===== config.mk =====
export PLATFORM = sky130hd
export DESIGN_NAME = skvt_ctrl
export DESIGN_NICKNAME = d
export VERILOG_FILES = /design/src/hdl/skvt_pkg.sv /design/src/hdl/skvt_ctrl.sv
export SDC_FILE = /design/constraint.sdc
export NUM_CORES = 1
export LEC_CHECK = 0
export BUFFER_PORTS_ARGS = -buffer_cell sky130_fd_sc_hd__buf_2
export CORE_MARGIN = 4
export CORE_UTILIZATION = 45
export DETAILED_ROUTE_END_ITERATION = 10
export PLACE_DENSITY = 0.77
export SYNTH_ARGS = -nofsm -noshare
export SYNTH_HDL_FRONTEND = slang
export SYNTH_SLANG_ARGS = --single-unit

===== constraint.sdc =====
create_clock -name clk -period 1.9 [get_ports clk]
set_input_delay 0.285 -clock clk [delete_from_list [all_inputs] [get_ports clk]]
set_output_delay 0.285 -clock clk [all_outputs]
set_load 0.03 [all_outputs]

===== src/hdl/skvt_pkg.sv =====
package skvt_pkg;

  localparam int CAPACITY_DEF   = 64;
  localparam int KEY_WIDTH_DEF  = 32;
  localparam int DATA_WIDTH_DEF = 32;

  typedef enum logic [1:0] {
    CMD_LOOKUP = 2'd0,
    CMD_INSERT = 2'd1,
    CMD_REMOVE = 2'd2,
    CMD_CLEAR  = 2'd3
  } cmd_t;

  typedef enum logic [1:0] {
    ST_OK        = 2'd0,
    ST_NOT_FOUND = 2'd1,
    ST_PRESENT   = 2'd2,
    ST_FULL      = 2'd3
  } status_t;

  // controller -> datapath
  typedef struct packed {
    logic    load;       // latch key/value, open search window
    logic    clear;      // empty the table
    logic    srch_rd;    // read key at midpoint
    logic    srch_cmp;   // narrow window from midpoint key
    logic    probe;      // read entry at lower bound
    logic    up_init;    // cursor to count for insert shift
    logic    up_step;    // move one entry up
    logic    ins_wr;     // write new pair at lower bound
    logic    dn_init;    // cursor to lower bound for remove shift
    logic    dn_step;    // move one entry down
    logic    cnt_inc;
    logic    cnt_dec;
    logic    fin;        // load result word
    status_t fin_status;
    logic    fin_value;  // return stored data
  } dp_cmd_t;

  // datapath -> controller
  typedef struct packed {
    logic srch_done;
    logic hit;
    logic full;
    logic up_end;
    logic dn_end;
  } dp_stat_t;

endpackage


===== src/hdl/skvt_ctrl.sv =====
module skvt_ctrl (
  input  logic              clk,
  input  logic              rst,
  input  logic              start,
  input  skvt_pkg::cmd_t    command,
  input  skvt_pkg::dp_stat_t stat,
  output skvt_pkg::dp_cmd_t  ctl,
  output logic              busy,
  output logic              done
);
  import skvt_pkg::*;

  typedef enum logic [7:0] {
    S_IDLE     = 8'b0000_0001,
    S_SRCH_RD  = 8'b0000_0010,
    S_SRCH_CMP = 8'b0000_0100,
    S_CHECK    = 8'b0000_1000,
    S_SHUP     = 8'b0001_0000,
    S_INS_WR   = 8'b0010_0000,
    S_SHDN     = 8'b0100_0000,
    S_SPARE    = 8'b1000_0000
  } state_t;

  state_t state, state_next;
  cmd_t   cmd_r;

  always_comb begin
    state_next = state;
    ctl        = '0;
    ctl.fin_status = ST_OK;
    unique case (state)
      S_IDLE: begin
        if (start) begin
          ctl.load = 1'b1;
          if (command == CMD_CLEAR) begin
            ctl.clear = 1'b1;
            ctl.fin   = 1'b1;
          end else begin
            state_next = S_SRCH_RD;
          end
        end
      end
      S_SRCH_RD: begin
        if (stat.srch_done) begin
          ctl.probe  = 1'b1;
          state_next = S_CHECK;
        end else begin
          ctl.srch_rd = 1'b1;
          state_next  = S_SRCH_CMP;
        end
      end
      S_SRCH_CMP: begin
        ctl.srch_cmp = 1'b1;
        state_next   = S_SRCH_RD;
      end
      S_CHECK: begin
        state_next = S_IDLE;
        unique case (cmd_r)
          CMD_LOOKUP: begin
            ctl.fin        = 1'b1;
            ctl.fin_value  = stat.hit;
            ctl.fin_status = stat.hit ? ST_OK : ST_NOT_FOUND;
          end
          CMD_INSERT: begin
            if (stat.hit) begin
              ctl.fin        = 1'b1;
              ctl.fin_status = ST_PRESENT;
            end else if (stat.full) begin
              ctl.fin        = 1'b1;
              ctl.fin_status = ST_FULL;
            end else begin
              ctl.up_init = 1'b1;
              state_next  = S_SHUP;
            end
          end
          CMD_REMOVE: begin
            if (!stat.hit) begin
              ctl.fin        = 1'b1;
              ctl.fin_status = ST_NOT_FOUND;
            end else begin
              ctl.dn_init = 1'b1;
              state_next  = S_SHDN;
            end
          end
          default: begin
            ctl.fin = 1'b1;
          end
        endcase
      end
      S_SHUP: begin
        // last pending move lands this cycle when the cursor meets the slot
        if (stat.up_end) begin
          state_next = S_INS_WR;
        end else begin
          ctl.up_step = 1'b1;
        end
      end
      S_INS_WR: begin
        ctl.ins_wr  = 1'b1;
        ctl.cnt_inc = 1'b1;
        ctl.fin     = 1'b1;
        state_next  = S_IDLE;
      end
      S_SHDN: begin
        if (stat.dn_end) begin
          ctl.cnt_dec = 1'b1;
          ctl.fin     = 1'b1;
          state_next  = S_IDLE;
        end else begin
          ctl.dn_step = 1'b1;
        end
      end
      default: begin
        state_next = S_IDLE;
      end
    endcase
  end

  always_ff @(posedge clk) begin
    if (rst) begin
      state <= S_IDLE;
      done  <= 1'b0;
      cmd_r <= CMD_LOOKUP;
    end else begin
      state <= state_next;
      done  <= ctl.fin;
      if (ctl.load) begin
        cmd_r <= command;
      end
    end
  end

  // no word is taken while reset is held
  assign busy = rst || (state != S_IDLE);

endmodule


==> out/metrics.csv, run 1 <==
metric,value,unit
status,"complete, no violations",
TritonCTS clock tree,built,
CTS Buffer Depth,2,
vias in the first global route,736,
R2R Setup Slk,0.41,ns
syn nets,99,
Cell variety after synth,38,
design area,1000,µm²
syn avg cell area,8.67,µm²
die height,48.5,µm
part of the Yosys area used for sequential elements,27.2,%
Worst setup SP type,register,
Synth top cells by count,"nor2_1, dfxtp_1, and3_1, inv_1",
first-pass GRT wire length,3.46,mm
Synth area leader,dfxtp_1,
site row count,14,
area grow syn2layout,36.0,%
CTS Hold Bufs,0,
Post-Syn Area,737,µm²
CTS Sinks,10,
Worst EP required,1.62,ns
reg2reg path depth,5,
Core Box Area,1520,µm²
nets,130,
Final Power,0.000684,W
final core occ,65.8,%
antenna-violating nets left,0,
Fin. Hold Viols,0,
register area,214,µm²
Clock Pin Slew Worst Setup and Hold Paths,0.06,ns
Vias/cell,6.07,
cell count after synthesis,85,
clk_lat worst skew,0.27,ns
final slew viol count,0,
"EDFF count, synth",0,
port bufs,27,
drc violations,0,
synth warn,0,
Slew @ Worst Pin,0.374,ns
share of layout cells above drive strength 1,50.9,%
Critical Path Sink Type,primary output,
Starting Density,48.4,%
GP Congestion,0.857,
DR WL/cell,15.8,µm
DRT iter0 DRCs,28,
Worst Min Path Start,stat[4],
Num CTS Buffers,3,
boundary pin count,28,
worst slack at placement,0.173,ns
placed inst area,887,µm²
largest net degree at the start of global routing,11,
ranking of synthesized cells by area,"dfxtp_1, ha_1, nor2_1",
Die ar.,2350,µm²
"FFs w/ async S/R, synth",0,%
htree depth,1,
RR Startpoint,state[2],
clock root buffer,clkbuf_4,
Tightest Hold Check Type,primary input to register,
register bit total from synthesis,10,
Peak VDD IR,0.510,mV
maximum clock rate,0.528,GHz
Final Setup Violations,0,
min Tclk post-route,1.89,ns
reg2reg end,cmd_r[1],
global router's overall resource usage,18.4,%
routed via count,789,
fillcell total,126,
initial antenna violation count,0,
number of max-cap violations,0,
Crit Path Max Fanout,7,
most common cell in the netlist,nor2_1,
1st-pass router iterations,4,
Final Skew,0.00431,ns
Pwr Density,683,nW/µm²
Hold Path Sink,state[2],
Pleak,0.480,nW
Main synth FF type,dfxtp_1,
RSZ-0062 raised after global routing,yes,
hold depth,2,
slew margin rel.,74.9,%
Antenna diodes,0,
WS Path Type,register to primary output,
GRT Residual Overflow,0,
dpl hpwl,1.42,mm
Tcrit/Tclk final,99.7,%
area of the multi-input gates,534,µm²
Routed WL,2.05,mm
Die X,48.5,µm
Crit path arrival time,1.61,ns
top-area cell type share of the netlist area,27.2,%
Final WS setup,0.00663,ns
[registers in the layout, indices dropped and copies added, names as in the netlist]
register and cells:
done 1, cmd_r 2, state 7
[placed cells by master, fill, tap and decap left out, drive strengths merged, types with 3 or more instances in the layout]
master / n
nand3: 4
ha: 4
inv: 5
dfxtp: 10
and4: 3
nor2: 11
clkbuf: 3
nand2: 4
nor4b: 4
buf: 32
nor3: 4
and3: 6
[worst max-delay path, cell delays in order, from the launching register on]
cell     delay [ns]
dfxtp_4        0.38
nor4_4         0.36
and4_4         0.28
nand3_2        0.10
nand3_1        0.09
buf_6          0.13
[per-stage QoR]
stage	setup TNS (ns)	cells	hold slack, ns
detailed placement	0	124	0.481
global route	-0.206	130	0.198
global placement	0	124	0.484
finish	0	130	0.199
floorplan	0	85	0.363
CTS	-0.0503	128	0.190
[final cells by class]
cell class                      instances  share of cell area [%]
Clock buffer                            3                    2.25
Inverter                                5                    1.87
Tap cell                               16                    2.00
Multi-Input combinational cell         64                    53.3
Timing Repair Buffer                   32                    19.2
Sequential cell                        10                    21.3
[layer usage]
layer	vias up	GRT usage, %	share of wire, %
li1	374	-	-
met1	362	23.7	41
met2	48	28.0	46
met3	5	4.91	11
met4	0	8.97	2.0
met5	-	0	0
[where the power goes]
group          internal (W)  total, W  switching, W
combinational      0.000121  0.000265      0.000144
sequential         0.000231  0.000272     0.0000417
clock             0.0000733  0.000147     0.0000740
total              0.000425  0.000684      0.000259
[timing repair]
item / in CTS / in global routing
gates resized for setup: 7 / 22
setup endpoints to repair: 10 / 10
endpoints found under the hold margin: 0 / 0
buffers inserted: 1 / 2
pin swaps: 2 / 4
[worst max-delay path by stage]
stage / start / endpoint / slack [ns] / cells after the start
finish: state[2] / ctl[3] / 0.007 / 5
global route: cmd_r[1] / ctl[3] / -0.07 / 7
CTS: state[1] / ctl[1] / -0.03 / 4
detailed placement: state[1] / ctl[3] / 0.17 / 5
global placement: state[1] / ctl[3] / 0.20 / 5
floorplan: state[2] / ctl[3] / 0.05 / 5
[logic make-up after synthesis]
family | count (synthesis) | share of synthesized area [%]
AND/OR/NAND/NOR | 45 | 41.9
multiplexers | 2 | 2.72
XOR/XNOR | 1 | 1.19
adder cells (fa/ha/maj) | 4 | 6.79
buffers and inverters | 11 | 7.13
flip-flops | 10 | 27.2
AO/OA/AOI/OAI | 12 | 13.1
(Power assumes the default switching activity.)
==> inputs of run 2 (changes only) <==
ABC_AREA = 1   (was not set)
ABC_CLOCK_PERIOD_IN_PS = 1900   (was not set)
==> run 2 against run 1 <==
Synthesized area is 2.7% higher; cell count is 31% higher; setup slack better by 0.072 ns; sequential power is 14% higher; clock skew is 0.0014 ns lower.
==> out/metrics.csv, run 2 <==
metric,value,unit,change
Pwr Density,1180,nW/µm²,+73%
clock root buffer,clkbuf_4,,
"commonest cells after routing, fill and taps aside","nand2_1, inv_1, buf_2",,
Hold Path Sink,state[3],,
slew margin rel.,82.3,%,+7.4 points
most flop-heavy register,state,,
register bit total from synthesis,10,,unchanged
Vias/cell,4.79,,-21%
reg2reg end,state[0],,
final core occ,65.9,%,+0.15 points
Die ar.,2400,µm²,+2.3%
min Tclk post-route,1.82,ns,-0.0721 ns
status,"complete, no violations",,
routed via count,814,,+3.2%
worst slack at placement,0.321,ns,+0.148 ns
Worst Min Path Start,stat[4],,
GP Congestion,0.796,,-7.0%
port bufs,27,,unchanged
area grow syn2layout,34.2,%,
Main synth FF type,dfxtp_1,,
Synth top cells by count,"inv_1, nand2_1, nor2_1",,
1st-pass router iterations,4,,unchanged
Synth area leader,dfxtp_1,,
Critical Path Sink Type,primary output,,
DR WL/cell,10.9,µm,-31%
htree depth,1,,unchanged
Crit Path Max Fanout,3,,-4
cell count after synthesis,123,,+45%
Slew @ Worst Pin,0.264,ns,-0.110 ns
initial antenna violation count,0,,unchanged
Final Power,0.00120,W,+75%
"EDFF count, synth",0,,unchanged
Final Setup Violations,0,,unchanged
antenna-violating nets left,0,,unchanged
Tcrit/Tclk final,95.9,%,-3.8 points
die height,49.0,µm,+1.1%
placed inst area,901,µm²,+1.6%
maximum clock rate,0.549,GHz,+4.0%
"most common cell after layout, fill and taps aside",nand2_1,,
Antenna diodes,0,,unchanged
Clock Pin Slew Worst Setup and Hold Paths,0.07,ns,about the same
Largest register FFs,7,,unchanged
CTS Sinks,10,,unchanged
site row count,14,,unchanged
share of layout cells above drive strength 1,40.3,%,-11 points
TritonCTS clock tree,built,,
CTS Buffer Depth,2,,unchanged
design area,1020,µm²,+1.4%
Cell variety after synth,23,,-39%
nets,169,,+30%
Pleak,0.615,nW,+28%
Starting Density,49.1,%,+0.75 points
reg2reg path depth,8,,+3
Worst EP required,1.62,ns,about the same
Post-Syn Area,757,µm²,+2.7%
Die X,49.0,µm,+1.1%
Num CTS Buffers,3,,unchanged
RR Startpoint,state[2],,
GRT Residual Overflow,0,,unchanged
first-pass GRT wire length,3.05,mm,-12%
number of max-cap violations,0,,unchanged
Final Skew,0.00287,ns,-0.00144 ns
part of the Yosys area used for sequential elements,26.4,%,-0.72 points
R2R Setup Slk,0.59,ns,+0.18 ns
boundary pin count,28,,unchanged
Routed WL,1.86,mm,-9.5%
top-area cell type share of the netlist area,26.4,%,-0.72 points
Final WS setup,0.0788,ns,+0.0721 ns
"FFs w/ async S/R, synth",0,%,unchanged
Tightest Hold Check Type,primary input to register,,
final slew viol count,0,,unchanged
vias in the first global route,765,,+3.9%
register area,210,µm²,-1.8%
Peak VDD IR,0.849,mV,+67%
fillcell total,138,,+9.5%
RSZ-0062 raised after global routing,yes,,
syn nets,137,,+38%
CTS Hold Bufs,0,,unchanged
WS Path Type,register to primary output,,
drc violations,0,,unchanged
Worst setup SP type,register,,
dpl hpwl,1.42,mm,-0.39%
most common cell in the netlist,inv_1,,
Fin. Hold Viols,0,,unchanged
ranking of synthesized cells by area,"dfxtp_1, inv_1, nand2_1",,
Core Box Area,1540,µm²,+1.1%
DRT iter0 DRCs,14,,-50%
global router's overall resource usage,15.7,%,-2.7 points
Largest regs,"state (7), cmd_r (2), done (1)",,
hold depth,3,,+1
synth warn,0,,unchanged
clk_lat worst skew,0.28,ns,about the same
largest net degree at the start of global routing,9,,-2
Crit path arrival time,1.54,ns,-0.07 ns
syn avg cell area,6.15,µm²,-29%
area of the multi-input gates,485,µm²,-9.1%
-- run 2: cell count changes after synthesis, sizes merged, moves of 3 or more --
cell and change:
and3 -6, and4 -3, buf -5, inv +24, nand2 +26, nand3 +4
nor2 +11, nor4b -4
-- run 2: final cells by class --
type	instances	area share (%)
Clock buffer	4	3.57
Inverter	29	10.7
Multi-Input combinational cell	82	47.8
Sequential cell	10	20.7
Tap cell	16	1.97
Timing Repair Buffer	29	15.3
-- run 2: worst max path at each step --
stage	from	end	slack, ns	cells past startpoint
after global routing	state[2]	ctl[3]	-0.02	8
after CTS	cmd_r[0]	ctl[3]	0.00005	9
after detailed placement	cmd_r[1]	ctl[3]	0.32	8
after global placement	cmd_r[0]	ctl[3]	0.37	8
after floorplan	cmd_r[1]	ctl[1]	0.18	4
final	cmd_r[1]	ctl[3]	0.08	8
-- run 2: worst max-delay path, cell delays in order, from the launching register on --
cell and delay, ns:
dfxtp_4 0.37, inv_2 0.06, ha_4 0.26, nand3_1 0.07, nand2_1 0.11, o21ai_2 0.07
nor2_2 0.12, inv_1 0.05, buf_4 0.16
-- run 2: cell families after synthesis --
kind of cell / synth area share, %
compound gates: 5.29
fa+ha+maj: 6.61
simple gates: 45.8
flops: 26.4
buf+inv: 15.9
-- run 2: metal layers --
metal | wire (µm) | up-vias | share of wire (%) | global-route usage (%)
met5 | 0 | - | 0 | 0
met3 | 97 | 3 | 5.2 | 3.67
met2 | 875 | 24 | 47 | 26.3
met4 | 25 | 0 | 1.3 | 5.38
met1 | 858 | 349 | 46 | 19.4
li1 | - | 438 | - | -
-- run 2: what timing repair did --
action                                  4_1_cts  5_1_grt
hold endpoints to repair                      0        0
setup buffers                                 0        2
endpoints found under the setup margin        0        3
gates resized for setup                       0       21
-- run 2: per-stage QoR --
stage | hold WS [ns] | cells | setup TNS, ns
after floorplan | 0.439 | 123 | 0
after global placement | 0.518 | 164 | 0
after detailed placement | 0.548 | 164 | 0
after CTS | 0.273 | 168 | 0
after global routing | 0.290 | 170 | -0.0171
final | 0.273 | 170 | 0
-- run 2: power breakdown --
part,switching [W],internal (W)
Sequential,0.0000416,0.000267
Clock,0.0000839,0.000117
Combinational,0.000454,0.000233
Total,0.000580,0.000617
==> inputs of run 3 (changes only) <==
CORE_UTILIZATION = 30   (was 45)
PLACE_DENSITY = 0.56   (was 0.77)
==> run 3 against run 2 <==
Flip-flop and latch count is the same; maximum frequency grew 1.8%; highest routed layer unchanged; first-iteration DRC count grew 57%; via count shrank 0.37%; sequential power is essentially flat; worst hold slack gained 0.016 ns; combinational power grew 2%; register-to-register slack gained 0.05 ns.
==> out/metrics.csv, run 3 (synthesis gave the netlist of run 2 again) <==
metric,value,unit,change
1st-pass router iterations,4,,unchanged
RSZ-0062 raised after global routing,yes,,
Final Skew,0.00211,ns,-0.000754 ns
Pleak,0.609,nW,-0.95%
initial antenna violation count,0,,unchanged
Slew @ Worst Pin,0.238,ns,-0.0262 ns
WS Path Type,register to primary output,,
first-pass GRT wire length,3.19,mm,+4.5%
hold slack,0.289,ns,+0.0159 ns
Clock Pin Slew Worst Setup and Hold Paths,0.07,ns,about the same
dpl hpwl,1.58,mm,+12%
clock root buffer,clkbuf_4,,
Largest register FFs,7,,unchanged
Tightest Hold Check Type,primary input to register,,
final core occ,43.8,%,-22 points
status,"complete, no violations",,
global router's overall resource usage,11.9,%,-3.8 points
routed via count,811,,-0.37%
crit-path cells,inv_2 > ha_2 > nand2_1 > nand3_1 > nand2_1 > o21ai_2 > nor2_1 > inv_1 > buf_6,,
vias in the first global route,785,,+2.6%
most flop-heavy register,state,,
die height,58.2,µm,+19%
min Tclk post-route,1.79,ns,-0.0314 ns
Peak VDD IR,0.592,mV,-30%
slew margin rel.,84.0,%,+1.8 points
Starting Density,33.0,%,-16 points
CTS Buffer Depth,2,,unchanged
Final Setup Violations,0,,unchanged
drc violations,0,,unchanged
htree depth,1,,unchanged
Pwr Density,1200,nW/µm²,+1.6%
critical path's largest stage delay,0.35,ns,-0.02 ns
"commonest cells after routing, fill and taps aside","nand2_1, inv_1, buf_2",,
largest net degree at the start of global routing,9,,unchanged
nets,168,,-0.59%
Die ar.,3390,µm²,+41%
number of max-cap violations,0,,unchanged
Antenna diodes,0,,unchanged
maximum clock rate,0.559,GHz,+1.8%
DR WL/cell,11.1,µm,+2.1%
"Top cell by count, worst path",nand2_1,,
area grow syn2layout,33.1,%,
Worst setup SP type,register,,
Num CTS Buffers,3,,unchanged
antenna-violating nets left,0,,unchanged
port bufs,27,,unchanged
Critical Path Sink Type,primary output,,
Core Box Area,2300,µm²,+49%
boundary pin count,28,,unchanged
"most common cell after layout, fill and taps aside",nand2_1,,
CTS Sinks,10,,unchanged
Crit Path Max Fanout,3,,unchanged
Vias/cell,4.48,,-6.4%
Worst EP required,1.62,ns,about the same
GRT Residual Overflow,0,,unchanged
Tcrit/Tclk final,94.2,%,-1.7 points
share of layout cells above drive strength 1,39.2,%,-1.0 points
TritonCTS clock tree,built,,
site row count,17,,+3
Crit path arrival time,1.50,ns,-0.04 ns
GP Congestion,0.782,,-1.8%
CP max-delay cell,dfxtp_2,,
final slew viol count,0,,unchanged
Die X,58.2,µm,+19%
clk_lat worst skew,0.27,ns,about the same
DRT iter0 DRCs,22,,+8
Routed WL,2.02,mm,+8.7%
Fin. Hold Viols,0,,unchanged
Largest regs,"state (7), cmd_r (2), done (1)",,
## run 3: cell types whose count changed in the layout (fill, tap and decap cells not counted)
cell and delta:
dfxtp_2 +1, clkbuf_4 -1, ha_4 -1, nor2_1 +1
ha_2 +1, buf_4 -1, nor2_4 -1, dfxtp_4 -1
buf_6 +1
## run 3: through the flow
stage / power (W) / std cells / worst slack (ns) / setup TNS (ns) / cell area [µm²]
CTS: 0.00112 / 180 / 0.0222 / 0 / 952
global placement: 0.000919 / 176 / 0.357 / 0 / 916
detailed placement: 0.000926 / 176 / 0.329 / 0 / 916
finish: 0.00121 / 181 / 0.110 / 0 / 1010
floorplan: 0.000785 / 123 / 0.184 / 0 / 757
global route: 0.00131 / 181 / -0.0111 / -0.0111 / 1010
## run 3: final timing paths
check,start,endpoint,slack (ns),cells past startpoint
hold / removal,stat[4],state[3],0.29,3
setup reg to reg,state[2],state[0],0.64,8
setup / recovery,cmd_r[0],ctl[3],0.11,9
hold reg to reg,cmd_r[0],cmd_r[0],0.53,2
## run 3: routing by layer
| layer | routed length (µm) | vias to the layer above | GRT usage (%) |
|---|---|---|---|
| met2 | 937 | 25 | 19.4 |
| met5 | 0 | - | 0 |
| met3 | 129 | 5 | 2.67 |
| met1 | 922 | 349 | 15.5 |
| met4 | 26 | 0 | 3.97 |
| li1 | - | 432 | - |
## run 3: what timing repair did
| item | 4_1_cts | 5_1_grt |
|---|---|---|
| resized for setup | 0 | 19 |
| hold buffers | 0 | 0 |
| setup buffers | 0 | 1 |
| setup endpoints to repair | 0 | 2 |
| hold endpoints to repair | 0 | 0 |
## run 3: power breakdown
group / switching [W] / total [W] / internal (W) / leakage [nW]
Sequential: 0.0000398 / 0.000307 / 0.000267 / 0.0835
Clock: 0.0000837 / 0.000200 / 0.000116 / 0.0210
Combinational: 0.000456 / 0.000699 / 0.000243 / 0.505
Total: 0.000579 / 0.00121 / 0.000626 / 0.609
## run 3: final cells by class
cell class | count | area (µm²)
multi-input combinational | 82 | 468
clock buffer | 4 | 36.3
inverter | 29 | 109
sequential | 10 | 208
tap | 28 | 35.0
fill | 270 | 1290
timing repair buffer | 28 | 151
## run 3: critical path: cells and delay by family, from the launching register on
kind	cells	cell delay (ns)
adder cells (fa/ha/maj)	1	0.20
AO/OA/AOI/OAI	1	0.06
flip-flops	1	0.35
buffers and inverters	3	0.25
AND/OR/NAND/NOR	4	0.35
